<file path="src/design/atss_pkg.sv">
`default_nettype none

package atss_pkg;

    // Default length of the longest signature that the history can hold.
    localparam int LONGEST_SIG_DEFAULT = 22;

    // Longest signature in the table and the width of one stored signature.
    localparam int SIG_MAX_LEN = 22;
    localparam int SIG_BITS    = 8 * SIG_MAX_LEN;
    localparam int SIG_COUNT   = 10;
    localparam int SIG_LEN_W   = 5;

    // What a signature reports when it is found.
    typedef enum logic [1:0] {
        KIND_LYRICS = 2'd0,
        KIND_ART    = 2'd1,
        KIND_TAIL   = 2'd2
    } sig_kind_t;

    // Key of the picture block in a comment header, 22 characters, written
    // as character codes with the first character in the high byte.
    localparam logic [8*22-1:0] SIG_PICTURE_KEY = {
        8'h4D, 8'h45, 8'h54, 8'h41, 8'h44, 8'h41, 8'h54, 8'h41, 8'h5F,
        8'h42, 8'h4C, 8'h4F, 8'h43, 8'h4B, 8'h5F,
        8'h50, 8'h49, 8'h43, 8'h54, 8'h55, 8'h52, 8'h45
    };

    // Signature text. Byte k of an entry is the character k places before
    // the last one, so byte 0 is compared with the newest word.
    localparam logic [0:SIG_COUNT-1][SIG_BITS-1:0] SIG_TEXT = '{
        SIG_BITS'("USLT"),
        SIG_BITS'("SYLT"),
        SIG_BITS'("APIC"),
        SIG_BITS'("LYRICS="),
        SIG_BITS'("UNSYNCEDLYRICS"),
        SIG_BITS'(SIG_PICTURE_KEY),
        SIG_BITS'("ftyp"),
        SIG_BITS'("DSD "),
        SIG_BITS'({8'hA9, "lyr"}),
        SIG_BITS'("covr")
    };

    localparam logic [0:SIG_COUNT-1][SIG_LEN_W-1:0] SIG_LEN = '{
        5'd4, 5'd4, 5'd4, 5'd7, 5'd14, 5'd22, 5'd4, 5'd4, 5'd4, 5'd4
    };

    localparam sig_kind_t [0:SIG_COUNT-1] SIG_KIND = '{
        KIND_LYRICS, KIND_LYRICS, KIND_ART, KIND_LYRICS, KIND_LYRICS,
        KIND_ART, KIND_TAIL, KIND_TAIL, KIND_LYRICS, KIND_ART
    };

    // Which window searches for each signature.
    localparam logic [0:SIG_COUNT-1] SIG_IN_HEAD = 10'b1111_1111_00;
    localparam logic [0:SIG_COUNT-1] SIG_IN_TAIL = 10'b1110_0000_11;

    // Window kinds as carried by the region field.
    localparam logic REGION_HEAD = 1'b0;
    localparam logic REGION_TAIL = 1'b1;

endpackage

`default_nettype wire

</file>
<file path="src/design/audio_tag_signature_scanner_top.sv">
`default_nettype none

// Scans the bytes of a head window and then a tail window of an audio file for
// tag signatures (ID3 lyrics and picture frames, Vorbis comment keys, MP4 atoms,
// the MP4 and DSF file marks) and reports sticky lyrics, album-art and
// tail-scan-needed flags with one result word on the last byte of each window.
// One byte is taken every clock unless the input stalls: an accepted byte sits
// in the input register, the signature compare against the byte history runs
// while it is held and the flags land in the result register as it moves on,
// so a result passes the input register and then the result register. The
// input stalls only while a byte is held and the result register is full and
// stalled. A first byte clears the history; in a head window, the flags too.
module audio_tag_signature_scanner_top #(
    parameter int LONGEST_SIGNATURE = atss_pkg::LONGEST_SIG_DEFAULT
) (
    input  wire logic clk,
    input  wire logic rst_n,

    input  wire logic in_valid,
    output logic      in_stall,
    input  wire logic [7:0] data_byte,
    input  wire logic region,
    input  wire logic first_in_region,
    input  wire logic last_in_region,

    output logic      out_valid,
    input  wire logic out_stall,
    output logic      has_lyrics,
    output logic      has_album_art,
    output logic      needs_tail_scan,
    output logic      window_kind
);

    localparam int HIST_DEPTH = LONGEST_SIGNATURE - 1;

    // Input register.
    logic       s1_valid_reg, s1_valid_next;
    logic [7:0] s1_byte_reg;
    logic       s1_region_reg;
    logic       s1_first_reg;
    logic       s1_last_reg;

    // Scan state.
    logic [HIST_DEPTH-1:0][7:0] hist_reg, hist_next;
    logic lyrics_reg, lyrics_next;
    logic art_reg, art_next;
    logic tail_reg, tail_next;

    // Result register.
    logic out_valid_reg, out_valid_next;
    logic out_lyrics_reg;
    logic out_art_reg;
    logic out_tail_reg;
    logic out_kind_reg;

    logic advance;
    logic in_fire;
    logic s1_fire;

    logic [HIST_DEPTH-1:0][7:0]        hist_eff;
    logic [LONGEST_SIGNATURE-1:0][7:0] win;
    logic [atss_pkg::SIG_COUNT-1:0]    sig_match;
    logic lyrics_hit;
    logic art_hit;
    logic tail_hit;
    logic flags_clear;

    // Handshake: the held word moves on whenever the result register can take it.
    assign advance  = !out_valid_reg || !out_stall;
    assign in_stall = s1_valid_reg && !advance;
    assign in_fire  = in_valid && !in_stall;
    assign s1_fire  = s1_valid_reg && advance;

    // A first word sees a cleared history; the newest word leads the window.
    assign hist_eff = s1_first_reg ? '0 : hist_reg;
    assign win      = {hist_eff, s1_byte_reg};

    // One comparator row per signature, each byte checked against its place.
    for (genvar s = 0; s < atss_pkg::SIG_COUNT; s++) begin : g_sig
        localparam int Len = int'(atss_pkg::SIG_LEN[s]);
        logic [atss_pkg::SIG_MAX_LEN-1:0] eq;
        for (genvar k = 0; k < atss_pkg::SIG_MAX_LEN; k++) begin : g_byte
            if (k < Len && Len <= LONGEST_SIGNATURE) begin : g_cmp
                assign eq[k] = (win[k] == atss_pkg::SIG_TEXT[s][8*k +: 8]);
            end
            else begin : g_pad
                assign eq[k] = 1'b1;
            end
        end
        if (Len <= LONGEST_SIGNATURE) begin : g_fit
            assign sig_match[s] = (&eq) &&
                ((s1_region_reg == atss_pkg::REGION_TAIL) ?
                    atss_pkg::SIG_IN_TAIL[s] : atss_pkg::SIG_IN_HEAD[s]);
        end
        else begin : g_nofit
            assign sig_match[s] = 1'b0 & (&eq);
        end
    end

    // Sort the matches by what they report.
    always_comb
    begin
        lyrics_hit = 1'b0;
        art_hit    = 1'b0;
        tail_hit   = 1'b0;
        for (int s = 0; s < atss_pkg::SIG_COUNT; s++)
        begin
            case (atss_pkg::SIG_KIND[s])
                atss_pkg::KIND_LYRICS: lyrics_hit = lyrics_hit | sig_match[s];
                atss_pkg::KIND_ART:    art_hit    = art_hit | sig_match[s];
                atss_pkg::KIND_TAIL:   tail_hit   = tail_hit | sig_match[s];
                default:               tail_hit   = tail_hit;
            endcase
        end
    end

    // Next scan state and result.
    assign flags_clear = s1_first_reg && (s1_region_reg == atss_pkg::REGION_HEAD);

    always_comb
    begin
        hist_next      = hist_reg;
        lyrics_next    = lyrics_reg;
        art_next       = art_reg;
        tail_next      = tail_reg;
        out_valid_next = advance ? 1'b0 : out_valid_reg;
        if (s1_fire)
        begin
            hist_next      = {hist_eff[HIST_DEPTH-2:0], s1_byte_reg};
            lyrics_next    = (lyrics_reg && !flags_clear) || lyrics_hit;
            art_next       = (art_reg && !flags_clear) || art_hit;
            tail_next      = (tail_reg && !flags_clear) || tail_hit;
            out_valid_next = s1_last_reg;
        end
    end

    assign s1_valid_next = in_fire ? 1'b1 : (advance ? 1'b0 : s1_valid_reg);

    // Control and state registers.
    always_ff @(posedge clk or negedge rst_n)
    begin
        if (!rst_n)
        begin
            s1_valid_reg  <= 1'b0;
            out_valid_reg <= 1'b0;
            hist_reg      <= '0;
            lyrics_reg    <= 1'b0;
            art_reg       <= 1'b0;
            tail_reg      <= 1'b0;
        end
        else
        begin
            s1_valid_reg  <= s1_valid_next;
            out_valid_reg <= out_valid_next;
            hist_reg      <= hist_next;
            lyrics_reg    <= lyrics_next;
            art_reg       <= art_next;
            tail_reg      <= tail_next;
        end
    end

    // Payload registers.
    always_ff @(posedge clk)
    begin
        if (in_fire)
        begin
            s1_byte_reg   <= data_byte;
            s1_region_reg <= region;
            s1_first_reg  <= first_in_region;
            s1_last_reg   <= last_in_region;
        end
        if (s1_fire && s1_last_reg)
        begin
            out_lyrics_reg <= lyrics_next;
            out_art_reg    <= art_next;
            out_tail_reg   <= tail_next;
            out_kind_reg   <= s1_region_reg;
        end
    end

    assign out_valid       = out_valid_reg;
    assign has_lyrics      = out_lyrics_reg;
    assign has_album_art   = out_art_reg;
    assign needs_tail_scan = out_tail_reg;
    assign window_kind     = out_kind_reg;

`ifndef SYNTHESIS
    // The input stalls only behind a held word.
    a_stall_needs_word: assert property (@(posedge clk) disable iff (!rst_n)
        in_stall |-> s1_valid_reg)
        else $error("input stalled with no word held");

    // A last word yields a result of its own window kind.
    a_last_gives_result: assert property (@(posedge clk) disable iff (!rst_n)
        s1_fire && s1_last_reg |=> out_valid_reg && window_kind == $past(s1_region_reg))
        else $error("last word did not produce its result");

    // A head start leaves only the flags found on that word.
    a_head_start_clears: assert property (@(posedge clk) disable iff (!rst_n)
        s1_fire && flags_clear |=> lyrics_reg == $past(lyrics_hit)
            && art_reg == $past(art_hit) && tail_reg == $past(tail_hit))
        else $error("head start did not clear the flags");

    // The history moves only when a word is scanned.
    a_hist_holds: assert property (@(posedge clk) disable iff (!rst_n)
        !s1_fire |=> $stable(hist_reg))
        else $error("history changed without a scanned word");
`endif

endmodule

`default_nettype wire
</file>
<file path="config.mk">
export PLATFORM = sky130hd
export DESIGN_NAME = audio_tag_signature_scanner_top
export DESIGN_NICKNAME = d
export VERILOG_FILES = /design/src/design/atss_pkg.sv /design/src/design/audio_tag_signature_scanner_top.sv
export SDC_FILE = /design/constraint.sdc
export NUM_CORES = 1
export LEC_CHECK = 0
export BUFFER_PORTS_ARGS = -buffer_cell sky130_fd_sc_hd__clkbuf_2
export CAP_MARGIN = 20
export CORE_MARGIN = 3
export CORE_UTILIZATION = 62
export CTS_CLUSTER_SIZE = 12
export DETAILED_ROUTE_END_ITERATION = 12
export PLACE_DENSITY = 0.78
export SLEW_MARGIN = 20
export SYNTH_ARGS = -nofsm -noshare
export SYNTH_HDL_FRONTEND = slang
export SYNTH_SLANG_ARGS = --single-unit
export TNS_END_PERCENT = 50
</file>
<file path="constraint.sdc">
create_clock -name clk -period 2.5 [get_ports clk]
set_input_delay 0.125 -clock clk [delete_from_list [all_inputs] [get_ports clk]]
set_output_delay 0.125 -clock clk [all_outputs]
set_load 0.02 [all_outputs]
</file>
Word-level counts from Yosys, hierarchy flattened
Index checks and enable logic that the tools add are counted.
Operators by class
  bitwise operators: 8
  div/mod/pow operators: 0
  mux-type cells: 9
  shift-type cells: 0
  add/subtract/negate cells: 0
  equal/unequal tests: 66
  order comparisons: 0
  multipliers: 0
  reduce and logical (&&, ||, !) cells: 36
Operator list (number)
  $eq 8x7->1 const B: 63
  $mux 168: 1
  $reduce_and 4->1: 7
  $reduce_and 22->1: 1
  $eq 8x6->1 const B: 2
  $logic_and 1x1->1: 15
  $reduce_and 14->1: 1
  $eq 8x8->1 const B: 1
  $mux 1: 8
  $or 1x1->1: 7
  $reduce_and 7->1: 1
  $logic_not 1->1: 5
  $logic_or 1x1->1: 4
  $reduce_bool 2->1: 2
  $not 1->1: 1
Storage, ports and cells
  memories: 0
  register bits after elaboration: 188
  word-level logic and storage cells: 153
  input bits: 15
  memory bits (writable): 0
  ROM bits: 0
  bits in latches: 0

Longest topological paths before layout
  depth in word-level cells: 9
  mapped depth: 7
  depth with buffers taken out: 5

Worst setup path before layout
OpenSTA, ideal clock, no wires.
  kind: register to register
  from: register hist_reg[151] (netlist name)
  to: register out_art_reg, in the netlist has_album_art, data pin
  library setup time: 0.155 ns
  setup slack: 0.526 ns
  required time: 2.345 ns
  path buffers: 0
  cell stages (with the launch flop): 6
  arrival time: 1.819 ns
  path through: dfrtp_1 -> or4_1 -> or4_1 -> nor4_1 -> nand3_1 -> o21ai_1
On the way
  cells in the longest elaborated chain, start to end: 8
Ends and longest elaborated chain
  from (decl): line audio_tag_signature_scanner_top.sv:44  | logic [HIST_DEPTH-1:0][7:0] hist_reg, hist_next;
  from (signal assigned): line audio_tag_signature_scanner_top.sv:155  | hist_reg <= hist_next;
  $mux 168: line audio_tag_signature_scanner_top.sv:75  | assign hist_eff = s1_first_reg ? '0 : hist_reg;
  $eq 8x7->1: line audio_tag_signature_scanner_top.sv:84  | assign eq[k] = (win[k] == atss_pkg::SIG_TEXT[s][8*k +: 8]);
  $reduce_and 22->1: line audio_tag_signature_scanner_top.sv:91  | assign sig_match[s] = (&eq) &&
  $logic_and 1x1->1: line audio_tag_signature_scanner_top.sv:91
  $or 1x1->1 (2 in a row): line audio_tag_signature_scanner_top.sv:110  | atss_pkg::KIND_ART: art_hit = art_hit | sig_match[s];
  $logic_or 1x1->1: line audio_tag_signature_scanner_top.sv:131  | art_next = (art_reg && !flags_clear) || art_hit;
  $mux 1: line audio_tag_signature_scanner_top.sv:127  | if (s1_fire)
  named net art_next: line audio_tag_signature_scanner_top.sv:46  | logic art_reg, art_next;
  to (signal assigned): line audio_tag_signature_scanner_top.sv:175  | out_art_reg <= art_next;
  to (decl): line audio_tag_signature_scanner_top.sv:52  | logic out_art_reg;
The timed path passes the listed nets, and every way through them passes these cells.
A chain may end at the register's enable or synchronous reset.

Worst setup path after layout
Same ends and word-level chain as after synthesis.

==> flow_summary.toml <==
[die]
die_area_um2 = 14810
num_rows = 41
num_io_pins = 21
die_y_um = 121.7
die_w_um = 121.7
initial_core_util_pct = 64.46
core_um2 = 12880

[synth]
synth-seq-area-share_pct = 57.58
ys_seq_elements = 188
synth_edf_count = 15
synthFlopType = "dfrtp_1"
synthArstFlopShare_pct = 92.02
syn_nets = 920
syn_inst = 905
netlist_area_um2 = 8300
yosys_warnings = 0
synth.avg_cell_area_um2 = 9.172
synth.distinct_cells = 51

[grt]
grt_start_max_net_pins = 192
met2_usage_pct = 46.87
grt_pass1_wl_mm = 33.75
grt_use_met3_pct = 6.500
grt_pass1_vias = 6283
grt_usage_pct = 29.97
grt_remaining_overflow = 0
grt-busiest-layer = "met2"
antenna_found_initial = 0
use_met1_pct = 41.19

[worst_setup_path]
slowest_delay_ns = 0.52
critPathMostFrequentCell = "or4_1"
start_kind = "register"
worst-path-buf-inv = 0
setup.worst_path.class = "register to register"
cp_cell_sequence = "or4_1 > or4_1 > nor4_1 > nand3_1 > o21ai_1"
critPathTopFamily = "simple AND/OR/NAND/NOR gates"
crit_path_end_kind = "register"
cp.arrival_ns = 2.56
cp_max_fo = 3
required_ns = 2.77
crit_slowest_cell = "or4_1"

[clock_tree]
root_buffer = "clkbuf_16"
htreeDepth = 4
clock_latency_ns = 0.44
post_cts_buffers = 0
cts_buffers = 17
clockBufferDepth = 2
clkSinkCount = 188
clkTransAtPathRegs_ns = 0.07
cts_tree = "done"

[routing]
vias = 6518
firstDrtPassIters = 5
drt_iter0_drc = 810
routed_wl_mm = 20.60
drc = 0
routedWlPerCell_um = 18.66
ant_nets = 0
vias_per_cell = 5.904

[power_and_ir_drop]
p_int_w = 0.004755
comb_power_share_pct = 8.3
seq_power_share_pct = 51.8
switchingPower_w = 0.001684
p_per_area_nw_per_um2 = 694.0
leakage_nw = 3.835
power.share.clock_pct = 39.8
p_sw_share_pct = 26.15
ir_drop_uv = 577.6

[layout]
post-route-util_pct = 72.06
antenna_cells = 0
largest_reg_flops = 168
final_common_cell = "nand2_1"
area.growth.synth_to_final_pct = 11.79
final_nets = 934
drive_above_1_share_pct = 8.906
fin_cells = 1104
final_cell_mix = "nand2_1, dfrtp_1, o21ai_1, clkbuf_2"

[timing]
clock_skew_ns = 0.01283
min_period_over_period_pct = 91.62
worst_slew_pin_slew_ns = 0.7618
relSlewSlack_pct = 49.22
setup_viol = 0
fin_setup_tns_ns = 0
final-hold-violation-count = 0
period_needed_ns = 2.290
rsz0062_at_grt = "no"
max_freq_mhz = 436.6
final_max_slew_viol_count = 0

[place]
io_buffers = 20
hpwl_mm = 14.15
dp_cells = 1058
place_congestion = 0.9352

[flow_run]
maxCapViolations = 0

[min_path]
hold_class = "primary input to asynchronous set/reset pin"

[run_status]
status = "complete, no violations"
layout make-up:
| class | instances | area, um2 |
|---|---|---|
| clock buffer | 21 | 460.4 |
| multi-input combinational | 657 | 3302 |
| inverter | 4 | 17.52 |
| clock inverter | 11 | 92.59 |
| tap | 172 | 215.2 |
| fill | 926 | 3597 |
| timing repair buffer | 51 | 411.6 |
| sequential | 188 | 4780 |
cell families after synthesis:
| logic type | after synthesis | share of synthesized area (%) |
|---|---|---|
| and+or+nand+nor | 480 | 28.41 |
| DFF | 188 | 57.58 |
| AOI/OAI and AO/OA | 177 | 11.29 |
| buffers and inverters | 60 | 2.713 |
synthesized netlist by cell type (all sizes together), types with 4 or more instances:
cell type,instances,share of area (%)
nor4,13,1.2
dfrtp,173,52
nor4b,16,1.8
inv,4,0.18
buf,13,0.59
nor4bb,17,2.1
o21ai,161,9.7
nor3,8,0.48
nand4b,4,0.42
nand3,7,0.57
nand2,343,16
nor2b,4,0.30
nor2,10,0.45
edfxtp,15,5.4
clkbuf,43,1.9
and4bb,4,0.60
nor3b,10,0.90
nand4,19,1.8
nand2b,5,0.38
power by group through the flow:
stage,clock network (W),registers [W],logic (W)
after floorplan,0,0.00333,0.000355
after global placement,0,0.00339,0.000516
after detailed placement,0,0.00339,0.000522
after CTS,0.00259,0.00333,0.000540
after global routing,0.00271,0.00335,0.000607
final,0.00256,0.00334,0.000537
per-layer routing:
layer | up-vias | part of all wire [%]
li1 | 3140 | -
met5 | - | 0
met1 | 3137 | 43
met3 | 40 | 5.5
met4 | 0 | 3.0
met2 | 201 | 49
final timing paths:
| path | startpoint | endpoint | slack, ns | cells past startpoint |
|---|---|---|---|---|
| max in group asynchronous | rst_n | hist_reg[48] | 1.41 | 3 |
| min | rst_n | hist_reg[86] | 0.26 | 2 |
| max reg2reg | hist_reg[151] | has_album_art | 0.21 | 5 |
| max | hist_reg[151] | has_album_art | 0.21 | 5 |
| min reg2reg | hist_reg[46] | hist_reg[46] | 0.49 | 2 |
| min in group clk | data_byte[7] | s1_byte_reg[7] | 0.40 | 2 |
repair_timing:
item,CTS,global route
endpoints found under the hold margin,81,0
gates resized for setup,0,0
hold buffers,14,0
through the flow:
stage	hold WS (ns)	power [W]	setup WS [ns]	instance area [um2]
floorplan	-0.1706	0.003683	0.5258	8300
global placement	0.1789	0.003902	0.3016	8586
detailed placement	0.1809	0.003911	0.2619	8586
CTS	0.2865	0.006460	0.2361	9279
global route	0.3247	0.006667	0.09155	9279
finish	0.2635	0.006439	0.2096	9279
(Power assumes the default switching activity.)
